File: src/rtl/three_channel_pwm_generator_core_assert.svh
// assertion macros used by the pwm generator datapath
// no dependencies; included by tcpg_datapath, the only module that carries assertions
`ifndef THREE_CHANNEL_PWM_GENERATOR_CORE_ASSERT_SVH
`define THREE_CHANNEL_PWM_GENERATOR_CORE_ASSERT_SVH

// same-cycle implication, disabled while reset is high
`define TCPG_ASSERT_IMPL(name, clk, rst, ante, cons) \
   name: assert property (@(posedge clk) disable iff (rst) (ante) |-> (cons)) \
      else $error("tcpg assertion failed");

// next-cycle implication, disabled while reset is high
`define TCPG_ASSERT_NEXT(name, clk, rst, ante, cons) \
   name: assert property (@(posedge clk) disable iff (rst) (ante) |=> (cons)) \
      else $error("tcpg assertion failed");

`endif

File: src/rtl/tcpg_pkg.sv
// shared types and constants for the three-channel pwm generator
// no dependencies; imported by all pwm generator modules
package tcpg_pkg;

   // request mode codes
   localparam logic [2:0] MODE_TICK     = 3'd0;
   localparam logic [2:0] MODE_SET_FREQ = 3'd1;
   localparam logic [2:0] MODE_SET_DUTY = 3'd2;
   localparam logic [2:0] MODE_ENABLE   = 3'd3;
   localparam logic [2:0] MODE_DISABLE  = 3'd4;

   // full-scale duty in hundredths of percent
   localparam logic [15:0] DUTY_FULL = 16'd10000;
   localparam int          DUTY_W    = 14;

   // duty scaling: floor(x / 5000) as (x * DUTY_RECIP) >> DUTY_SHIFT,
   // exact for every period times duty product up to 32767 * 10000
   localparam logic [28:0] DUTY_RECIP = 29'd439804652;
   localparam int          DUTY_SHIFT = 41;

   // frequency divider: dividend covers the clock rate
   localparam int DIV_W     = 30;
   localparam int DIV_CNT_W = 5;
   localparam int DIVISOR_W = 16;

   // controller to datapath commands
   typedef struct packed {
      logic take_req;
      logic load_product;
      logic finish;
   } tcpg_cmd_type;

   // datapath to controller status
   typedef struct packed {
      logic need_freq_div;
      logic need_duty_div;
      logic div_done;
      logic rsp_hold;
   } tcpg_status_type;

endpackage

File: src/rtl/three_channel_pwm_generator_core.sv
// top level of the three-channel pwm generator
// depends on tcpg_pkg, tcpg_ctrl and tcpg_datapath
//
// Each request yields one response. Tick, enable, disable, unused modes and a
// set frequency with zero frequency load their response when taken, so ticks can
// arrive every clock while responses are taken. Set frequency runs on a restoring
// divider that produces one quotient bit per cycle; set duty captures period
// times duty at intake, scales it by a reciprocal multiply in the multiply state
// and loads the response in the finish state. The block takes no new request
// until the response of a long request is loaded, and a long request waits
// longer while the response register is stalled. A held response blocks new
// requests only while it is stalled.
module three_channel_pwm_generator_core
   import tcpg_pkg::*;
#(
   parameter int CLOCK_HZ   = 40000000,
   parameter int PERIOD_MAX = 32767
) (
   input  logic        clock,
   input  logic        reset,
   input  logic        req_valid,
   output logic        req_stall,
   input  logic [2:0]  req_mode,
   input  logic [15:0] req_frequency,
   input  logic [15:0] req_duty_request,
   input  logic [5:0]  req_pin_map,
   output logic        rsp_valid,
   input  logic        rsp_stall,
   output logic [5:0]  rsp_pin_levels,
   output logic [14:0] rsp_period_value,
   output logic [1:0]  rsp_prescale_code,
   output logic [15:0] rsp_duty_value,
   output logic        rsp_period_wrap,
   output logic        rsp_bad_request
);

   tcpg_cmd_type    cmd;
   tcpg_status_type status;

   // sequencing
   tcpg_ctrl u_ctrl (
      .clock     (clock),
      .reset     (reset),
      .req_valid (req_valid),
      .req_stall (req_stall),
      .status    (status),
      .cmd       (cmd)
   );

   // registers and arithmetic
   tcpg_datapath #(
      .CLOCK_HZ   (CLOCK_HZ),
      .PERIOD_MAX (PERIOD_MAX)
   ) u_datapath (
      .clock             (clock),
      .reset             (reset),
      .cmd               (cmd),
      .status            (status),
      .req_mode          (req_mode),
      .req_frequency     (req_frequency),
      .req_duty_request  (req_duty_request),
      .req_pin_map       (req_pin_map),
      .rsp_valid         (rsp_valid),
      .rsp_stall         (rsp_stall),
      .rsp_pin_levels    (rsp_pin_levels),
      .rsp_period_value  (rsp_period_value),
      .rsp_prescale_code (rsp_prescale_code),
      .rsp_duty_value    (rsp_duty_value),
      .rsp_period_wrap   (rsp_period_wrap),
      .rsp_bad_request   (rsp_bad_request)
   );

endmodule

File: src/rtl/tcpg_divider.sv
// restoring divider, one quotient bit per cycle
// depends on tcpg_pkg
module tcpg_divider
   import tcpg_pkg::*;
(
   input  logic                 clock,
   input  logic                 reset,
   input  logic                 start,
   input  logic [DIV_W-1:0]     dividend,
   input  logic [DIVISOR_W-1:0] divisor,
   output logic [DIV_W-1:0]     quotient,
   output logic                 done
);

   logic                 busy_ff, busy_in;
   logic [DIV_CNT_W-1:0] count_ff, count_in;
   logic [DIVISOR_W-1:0] rem_ff, rem_in;
   logic [DIVISOR_W-1:0] divisor_ff, divisor_in;
   logic [DIV_W-1:0]     quo_ff, quo_in;
   logic [DIVISOR_W:0]   shifted;
   logic                 fits;

   // trial subtraction of one step
   assign shifted = {rem_ff, quo_ff[DIV_W-1]};
   assign fits    = shifted >= {1'b0, divisor_ff};

   always_comb begin
      busy_in    = busy_ff;
      count_in   = count_ff;
      rem_in     = rem_ff;
      divisor_in = divisor_ff;
      quo_in     = quo_ff;
      if (start) begin
         busy_in    = 1'b1;
         count_in   = '0;
         rem_in     = '0;
         divisor_in = divisor;
         quo_in     = dividend;
      end else if (busy_ff) begin
         rem_in   = fits ? DIVISOR_W'(shifted - {1'b0, divisor_ff})
                         : shifted[DIVISOR_W-1:0];
         quo_in   = {quo_ff[DIV_W-2:0], fits};
         count_in = count_ff + DIV_CNT_W'(1);
         if (count_ff == DIV_CNT_W'(DIV_W - 1)) begin
            busy_in = 1'b0;
         end
      end
   end

   // control state
   always_ff @(posedge clock) begin
      if (reset) begin
         busy_ff  <= 1'b0;
         count_ff <= '0;
      end else begin
         busy_ff  <= busy_in;
         count_ff <= count_in;
      end
   end

   // operand registers
   always_ff @(posedge clock) begin
      rem_ff     <= rem_in;
      divisor_ff <= divisor_in;
      quo_ff     <= quo_in;
   end

   assign quotient = quo_ff;
   assign done     = !busy_ff;

endmodule

File: src/rtl/tcpg_ctrl.sv
// controller state machine: request intake and divider sequencing
// depends on tcpg_pkg
module tcpg_ctrl
   import tcpg_pkg::*;
(
   input  logic            clock,
   input  logic            reset,
   input  logic            req_valid,
   output logic            req_stall,
   input  tcpg_status_type status,
   output tcpg_cmd_type    cmd
);

   localparam logic [1:0] ST_IDLE   = 2'd0;
   localparam logic [1:0] ST_MULT   = 2'd1;
   localparam logic [1:0] ST_DIVIDE = 2'd2;
   localparam logic [1:0] ST_FINISH = 2'd3;

   logic [1:0] state_ff, state_in;
   logic       take;

   // new requests only in idle and with room in the response register
   assign req_stall = (state_ff != ST_IDLE) || status.rsp_hold;
   assign take      = req_valid && !req_stall;

   always_comb begin
      state_in         = state_ff;
      cmd.take_req     = take;
      cmd.load_product = 1'b0;
      cmd.finish       = 1'b0;
      unique case (state_ff)
         ST_IDLE: begin
            if (take) begin
               if (status.need_duty_div) begin
                  state_in = ST_MULT;
               end else if (status.need_freq_div) begin
                  state_in = ST_DIVIDE;
               end
            end
         end
         ST_MULT: begin
            cmd.load_product = 1'b1;
            state_in         = ST_FINISH;
         end
         ST_DIVIDE: begin
            if (status.div_done) begin
               state_in = ST_FINISH;
            end
         end
         ST_FINISH: begin
            if (!status.rsp_hold) begin
               cmd.finish = 1'b1;
               state_in   = ST_IDLE;
            end
         end
         default: begin
            state_in = ST_IDLE;
         end
      endcase
   end

   always_ff @(posedge clock) begin
      if (reset) begin
         state_ff <= ST_IDLE;
      end else begin
         state_ff <= state_in;
      end
   end

endmodule

File: src/rtl/tcpg_datapath.sv
// datapath: prescaler, timebase, period and duty registers, response register
// depends on tcpg_pkg, tcpg_divider and the assertion macro header
`include "three_channel_pwm_generator_core_assert.svh"

module tcpg_datapath
   import tcpg_pkg::*;
#(
   parameter int CLOCK_HZ   = 40000000,
   parameter int PERIOD_MAX = 32767
) (
   input  logic            clock,
   input  logic            reset,
   input  tcpg_cmd_type    cmd,
   output tcpg_status_type status,
   input  logic [2:0]      req_mode,
   input  logic [15:0]     req_frequency,
   input  logic [15:0]     req_duty_request,
   input  logic [5:0]      req_pin_map,
   output logic            rsp_valid,
   input  logic            rsp_stall,
   output logic [5:0]      rsp_pin_levels,
   output logic [14:0]     rsp_period_value,
   output logic [1:0]      rsp_prescale_code,
   output logic [15:0]     rsp_duty_value,
   output logic            rsp_period_wrap,
   output logic            rsp_bad_request
);

   localparam logic [DIV_W-1:0] CLOCK_DIVIDEND = DIV_W'(CLOCK_HZ);
   localparam logic [DIV_W-1:0] PERIOD_LIMIT   = DIV_W'(PERIOD_MAX);

   // pwm state
   logic [1:0]  presc_sel_ff, presc_sel_in;
   logic [14:0] period_ff, period_in;
   logic [14:0] timebase_ff, timebase_in;
   logic [5:0]  presc_cnt_ff, presc_cnt_in;
   logic [15:0] duty_pending_ff [3];
   logic [15:0] duty_pending_in [3];
   logic [15:0] duty_active_ff [3];
   logic [15:0] duty_active_in [3];
   logic [5:0]  enable_ff, enable_in;
   logic [15:0] last_duty_ff, last_duty_in;

   // request held while a long request runs
   logic              op_duty_ff;
   logic [5:0]        map_ff;
   logic [28:0]       product_ff;
   logic [15:0]       duty_quot_ff;
   logic [DUTY_W-1:0] duty_clamp;

   // response register
   logic        rsp_valid_ff, rsp_valid_in;
   logic [5:0]  levels_ff;
   logic [14:0] period_out_ff;
   logic [1:0]  presc_out_ff;
   logic [15:0] duty_out_ff;
   logic        wrap_ff, bad_ff;

   logic                 immediate, load_rsp, wrap_in, bad_in;
   logic                 is_tick, is_freq, is_duty, freq_zero;
   logic                 div_start, div_done;
   logic [DIV_W-1:0]     div_dividend, quotient;
   logic [DIVISOR_W-1:0] div_divisor;
   logic [28:0]          product;
   logic [57:0]          recip_prod;
   logic [6:0]           presc_next, presc_div;
   logic [5:0]           levels_in;
   logic [15:0]          timebase2;
   logic [DIV_W-1:0]     scaled [4];
   logic [DIV_W-1:0]     per_try [4];
   logic [3:0]           per_fit;
   logic [1:0]           sel_code;
   logic [14:0]          sel_period;
   logic [15:0]          duty_result;

   // request decode
   assign is_tick   = req_mode == MODE_TICK;
   assign is_freq   = req_mode == MODE_SET_FREQ;
   assign is_duty   = req_mode == MODE_SET_DUTY;
   assign freq_zero = req_frequency == '0;
   assign immediate = !(is_duty || (is_freq && !freq_zero));
   assign duty_clamp = (req_duty_request > DUTY_FULL) ? DUTY_FULL[DUTY_W-1:0]
                                                      : req_duty_request[DUTY_W-1:0];

   // duty scaling: period times duty at intake, then a reciprocal of 5000
   assign product    = 29'(period_ff) * 29'(duty_clamp);
   assign recip_prod = 58'(product_ff) * 58'(DUTY_RECIP);

   // frequency divider: clock rate over frequency
   assign div_start    = cmd.take_req && is_freq && !freq_zero;
   assign div_dividend = CLOCK_DIVIDEND;
   assign div_divisor  = req_frequency;

   tcpg_divider u_divider (
      .clock    (clock),
      .reset    (reset),
      .start    (div_start),
      .dividend (div_dividend),
      .divisor  (div_divisor),
      .quotient (quotient),
      .done     (div_done)
   );

   // prescaler search over the four codes, first fit wins
   always_comb begin
      for (int k = 0; k < 4; k++) begin
         scaled[k]  = quotient >> (2 * k);
         per_try[k] = (scaled[k] == '0) ? '0 : scaled[k] - DIV_W'(1);
         per_fit[k] = per_try[k] <= PERIOD_LIMIT;
      end
      sel_code   = 2'd3;
      sel_period = 15'(PERIOD_MAX);
      for (int k = 3; k >= 0; k--) begin
         if (per_fit[k]) begin
            sel_code   = 2'(k);
            sel_period = per_try[k][14:0];
         end
      end
   end

   assign duty_result = duty_quot_ff;
   assign presc_next  = {1'b0, presc_cnt_ff} + 7'd1;
   assign presc_div   = 7'd1 << {presc_sel_ff, 1'b0};

   // next state of the pwm registers
   always_comb begin
      presc_sel_in = presc_sel_ff;
      period_in    = period_ff;
      timebase_in  = timebase_ff;
      presc_cnt_in = presc_cnt_ff;
      enable_in    = enable_ff;
      last_duty_in = last_duty_ff;
      wrap_in      = 1'b0;
      bad_in       = 1'b0;
      for (int ch = 0; ch < 3; ch++) begin
         duty_pending_in[ch] = duty_pending_ff[ch];
         duty_active_in[ch]  = duty_active_ff[ch];
      end
      if (cmd.take_req) begin
         unique case (req_mode)
            MODE_TICK: begin
               if (presc_next < presc_div) begin
                  presc_cnt_in = presc_next[5:0];
               end else begin
                  presc_cnt_in = '0;
                  if (timebase_ff >= period_ff) begin
                     timebase_in = '0;
                     wrap_in     = 1'b1;
                     for (int ch = 0; ch < 3; ch++) begin
                        duty_active_in[ch] = duty_pending_ff[ch];
                     end
                  end else begin
                     timebase_in = timebase_ff + 15'd1;
                  end
               end
            end
            MODE_SET_FREQ: begin
               bad_in = freq_zero;
            end
            MODE_ENABLE: begin
               enable_in = enable_ff | req_pin_map;
            end
            MODE_DISABLE: begin
               enable_in = enable_ff & ~req_pin_map;
            end
            default: begin
            end
         endcase
      end
      // long request result applied at its end
      if (cmd.finish) begin
         if (op_duty_ff) begin
            last_duty_in = duty_result;
            for (int ch = 0; ch < 3; ch++) begin
               if (map_ff[5-2*ch -: 2] != 2'b00) begin
                  duty_pending_in[ch] = duty_result;
               end
            end
         end else begin
            presc_sel_in = sel_code;
            period_in    = sel_period;
         end
      end
   end

   // pin levels from the updated state
   assign timebase2 = {timebase_in, 1'b0};
   always_comb begin
      for (int ch = 0; ch < 3; ch++) begin
         levels_in[5-2*ch -: 2] = {2{timebase2 < duty_active_in[ch]}};
      end
      levels_in = levels_in & enable_in;
   end

   assign load_rsp     = (cmd.take_req && immediate) || cmd.finish;
   assign rsp_valid_in = load_rsp || (rsp_valid_ff && rsp_stall);

   // state registers
   always_ff @(posedge clock) begin
      if (reset) begin
         presc_sel_ff <= '0;
         period_ff    <= 15'h7FFF;
         timebase_ff  <= '0;
         presc_cnt_ff <= '0;
         enable_ff    <= '0;
         last_duty_ff <= '0;
         rsp_valid_ff <= 1'b0;
         for (int ch = 0; ch < 3; ch++) begin
            duty_pending_ff[ch] <= '0;
            duty_active_ff[ch]  <= '0;
         end
      end else begin
         presc_sel_ff <= presc_sel_in;
         period_ff    <= period_in;
         timebase_ff  <= timebase_in;
         presc_cnt_ff <= presc_cnt_in;
         enable_ff    <= enable_in;
         last_duty_ff <= last_duty_in;
         rsp_valid_ff <= rsp_valid_in;
         for (int ch = 0; ch < 3; ch++) begin
            duty_pending_ff[ch] <= duty_pending_in[ch];
            duty_active_ff[ch]  <= duty_active_in[ch];
         end
      end
   end

   // request capture and response payload
   always_ff @(posedge clock) begin
      if (cmd.take_req) begin
         op_duty_ff <= is_duty;
         map_ff     <= req_pin_map;
         product_ff <= product;
      end
      if (cmd.load_product) begin
         duty_quot_ff <= recip_prod[DUTY_SHIFT+15:DUTY_SHIFT];
      end
      if (load_rsp) begin
         levels_ff     <= levels_in;
         period_out_ff <= period_in;
         presc_out_ff  <= presc_sel_in;
         duty_out_ff   <= last_duty_in;
         wrap_ff       <= wrap_in;
         bad_ff        <= bad_in;
      end
   end

   assign status.need_freq_div = is_freq && !freq_zero;
   assign status.need_duty_div = is_duty;
   assign status.div_done      = div_done;
   assign status.rsp_hold      = rsp_valid_ff && rsp_stall;

   assign rsp_valid         = rsp_valid_ff;
   assign rsp_pin_levels    = levels_ff;
   assign rsp_period_value  = period_out_ff;
   assign rsp_prescale_code = presc_out_ff;
   assign rsp_duty_value    = duty_out_ff;
   assign rsp_period_wrap   = wrap_ff;
   assign rsp_bad_request   = bad_ff;

   // checks
   `TCPG_ASSERT_IMPL(a_no_rsp_overwrite, clock, reset, load_rsp, !status.rsp_hold)
   `TCPG_ASSERT_IMPL(a_finish_after_div, clock, reset, cmd.finish, div_done)
   `TCPG_ASSERT_IMPL(a_period_bound, clock, reset, 1'b1, 30'(period_ff) <= PERIOD_LIMIT)
   `TCPG_ASSERT_NEXT(a_wrap_clears_tb, clock, reset, load_rsp && wrap_in, timebase_ff == '0)

endmodule

File: config.mk
export PLATFORM = sky130hd
export DESIGN_NAME = three_channel_pwm_generator_core
export DESIGN_NICKNAME = d
export VERILOG_FILES = /design/src/rtl/tcpg_pkg.sv /design/src/rtl/three_channel_pwm_generator_core.sv /design/src/rtl/tcpg_divider.sv /design/src/rtl/tcpg_ctrl.sv /design/src/rtl/tcpg_datapath.sv
export VERILOG_INCLUDE_DIRS = /design/src /design/src/rtl
export SDC_FILE = /design/constraint.sdc
export NUM_CORES = 2
export LEC_CHECK = 0
export BUFFER_PORTS_ARGS = -buffer_cell sky130_fd_sc_hd__buf_4
export CORE_MARGIN = 2
export CORE_UTILIZATION = 29
export CTS_CLUSTER_SIZE = 14
export DETAILED_ROUTE_END_ITERATION = 10
export SLEW_MARGIN = 10
export SYNTH_ARGS = -nofsm -noshare
export SYNTH_HDL_FRONTEND = slang
export SYNTH_SLANG_ARGS = --single-unit
File: constraint.sdc
create_clock -name clock -period 16.4 [get_ports clock]
set_input_delay 3.28 -clock clock [delete_from_list [all_inputs] [get_ports clock]]
set_output_delay 3.28 -clock clock [all_outputs]
set_load 0.01 [all_outputs]
==> results by group <==
Status
  • Status: completed

Global route
  • Total global routing overflow: 0
  • Initial antenna violation count: 0
  • Largest net degree at the start of global routing: around 110
  • Vias in the first global route: around 28000
  • Global Route Usage Sum: 0.148
  • First-pass GRT wire length: 154 mm

Worst setup path
  • R2R depth: 21
  • Worst setup path end: u_datapath.product_ff[28]
  • Reg2reg end: u_datapath.duty_quot_ff[13]
  • CP max FO: 77
  • Worst Path Required: about 17000 ps
  • Worst reg-to-reg setup slack: around 8700 ps
  • CP peak stage delay: about 560 ps
  • CP startpoint kind: input port
  • Slowest cell on crit path: o311ai_0
  • FF-to-FF Start: u_datapath.product_ff[8]
  • Worst Setup SP: req_duty_request[2]
  • Arrival time worst endpoint: roughly 12000 ps
  • Crit Path Category: in -> reg
  • CP Capture Type: register

Clock network
  • Resize count post-CTS: 0
  • Bufs on Longest Clock Path: 3
  • CTS Buf Count: 34
  • Root Driver: clkbuf_16
  • Worst-Skew Late Latency: 570 ps
  • Clk sinks: 320
  • Post-CTS setup buffers: 0
  • Hold buffer count at cts: 0
  • CTS tree: yes
  • Clk slew on worst S/H paths: approximately 60 ps
  • CTS H-tree depth: 2

Synth
  • Post-synth EDFFs: about 110
  • Most common cell in the netlist: inv_1
  • Synth warnings: 0
  • Count of different cell masters after synthesis: 84
  • Main synth FF type: dfxtp_1
  • Area share of the largest cell type after synthesis: 0.275
  • FFs w/ async S/R, synth: 0
  • Post-synth top cells: inv_1, fa_1, ha_1
  • Cell taking the most area after synthesis: fa_1
  • Cells after synthesis: around 3900
  • Post-Syn Area: between 30000 and 40000 µm²
  • Top post-synthesis cells by area: fa_1, ha_1, dfxtp_1
  • Mapped Nets: between 4000 and 5000
  • Syn avg cell area: roughly 9.4 µm²
  • Post-synthesis register bit count: 320
  • Sequential area share after synthesis: 0.203

STA
  • Worst slew margin: 0.257
  • Min cycle time layout: about 11000 ps
  • Fin crit share: 0.687
  • Hold slack: approximately 450 ps
  • Endpoints failing setup: 0
  • RSZ-0062 raised after global routing: no
  • Fmax: 88.7 MHz
  • Fin Clk Skew: roughly 35 ps
  • Max-slew violation count: 0
  • Worst slew pin tran: approximately 1100 ps
  • Setup Total Neg Slack: 0 ps
  • Final Hold Vio Count: 0

Die
  • Die area: 130000 µm²
  • Die height: around 360 µm
  • Initial Util: 0.293
  • Die X: approximately 360 µm
  • I/O pin count: between 80 and 90
  • Core region area: roughly 130000 µm²
  • Row count: 130

Cells and area
  • Multi-input combinational cell area: around 26000 µm²
  • Share of cells above drive strength 1: 0.0568
  • Area Overhead vs Synth: 9.62%
  • Layout filler cell count: approximately 13000
  • Nets: between 4000 and 5000
  • Finished Core Util: 0.321
  • ANT cells: 0
  • Seq. cell area: 7500 µm²

Placed design
  • PortBufs: 87
  • GP Congestion: approximately 0.9
  • Final HPWL DP: 77.6 mm

Route
  • DRC: 0
  • Initial DRT Pass Iterations: 6
  • Detail Route Antenna Nets: 0
  • Post-Route WL: approximately 96 mm
  • Via count of the routed design: approximately 27000
  • Initial DRC count: 1777
  • Vias per Instance: 4.78
  • DR WL/cell: about 17 µm

Worst hold path
  • Min-Delay Path Class: reg -> reg

Job
  • Max-Cap Viols: 0
routing by layer:
metal | wire length, µm | track usage
met1 | 41900 | 0.196
met2 | 46000 | 0.252
met4 | 2600 | 0.0392
met3 | 5310 | 0.0229
met5 | 0 | 0
worst max-delay path: cells and delay by family:
| family | cells | cell delay, ps |
|---|---|---|
| simple gates | 5 | 1430 |
| xor+xnor | 1 | 110 |
| fa+ha+maj | 7 | 3470 |
| compound gates | 8 | 2300 |
| buf+inv | 8 | 980 |
cells in the final DEF (no fill, tap or decap), types with 92 or more instances in the layout:
| master | count |
|---|---|
| a21oi_1 | 148 |
| ha_1 | 454 |
| inv_1 | 781 |
| nand2_1 | 385 |
| buf_4 | 114 |
| fa_1 | 507 |
| mux2i_1 | 92 |
| dfxtp_1 | 210 |
| edfxtp_1 | 109 |
| nor2_1 | 213 |
worst min-delay path by stage:
stage	from	to	slack (ps)	cells after the start
floorplan	u_datapath.duty_pending_ff[0][0]	u_datapath.duty_pending_ff[0][0]	440	2
global placement	u_datapath.duty_pending_ff[0][6]	u_datapath.duty_pending_ff[0][6]	440	2
detailed placement	u_datapath.duty_pending_ff[0][29]	u_datapath.duty_pending_ff[0][29]	450	2
CTS	u_datapath.duty_pending_ff[0][2]	u_datapath.duty_pending_ff[0][2]	460	2
global route	u_datapath.duty_pending_ff[0][6]	u_datapath.duty_pending_ff[0][6]	480	2
finish	u_datapath.duty_pending_ff[0][0]	u_datapath.duty_pending_ff[0][0]	450	2
logic make-up after synthesis:
kind of cell / share of synthesized area
AO/OA/AOI/OAI: 0.0828
XOR/XNOR: 0.0290
AND/OR/NAND/NOR: 0.135
multiplexers: 0.0262
adder cells (fa/ha/maj): 0.429
flip-flops: 0.203
buffers and inverters: 0.0949
per-stage QoR:
stage / cells / instance area [µm²] / setup slack (ps)
final: 5612 / 40500 / 5130
after CTS: 5612 / 40500 / 5170
after detailed placement: 5551 / 39300 / 4590
after global placement: 5551 / 39300 / 4590
after floorplan: 3922 / 36900 / 5940
after global routing: 5612 / 40500 / 4680
layout make-up:
type,count,area share
multi-input cells,2683,0.641
inverters,784,0.0727
flip-flops and latches,320,0.185
clock buffers,49,0.0247
clock inverters,12,0.00365
repair buffers,114,0.0212
well taps,1650,0.0510
registers in the layout, indices dropped and copies added, names as in the netlist, 15 cells and up:
register	count
u_datapath.rsp_period_value	15
u_datapath.rsp_duty_value	16
u_datapath.timebase_ff	15
u_datapath.duty_quot_ff	16
u_datapath.u_divider.rem_ff	16
u_datapath.period_ff	15
u_datapath.duty_active_ff	48
u_datapath.duty_pending_ff	48
u_datapath.product_ff	29
u_datapath.u_divider.divisor_ff	16
u_datapath.u_divider.quotient	30
u_datapath.last_duty_ff	16
Power is left out: the tool's default activity adds up to more than one toggle a clock period on the data nets, which glitch-free logic cannot reach.
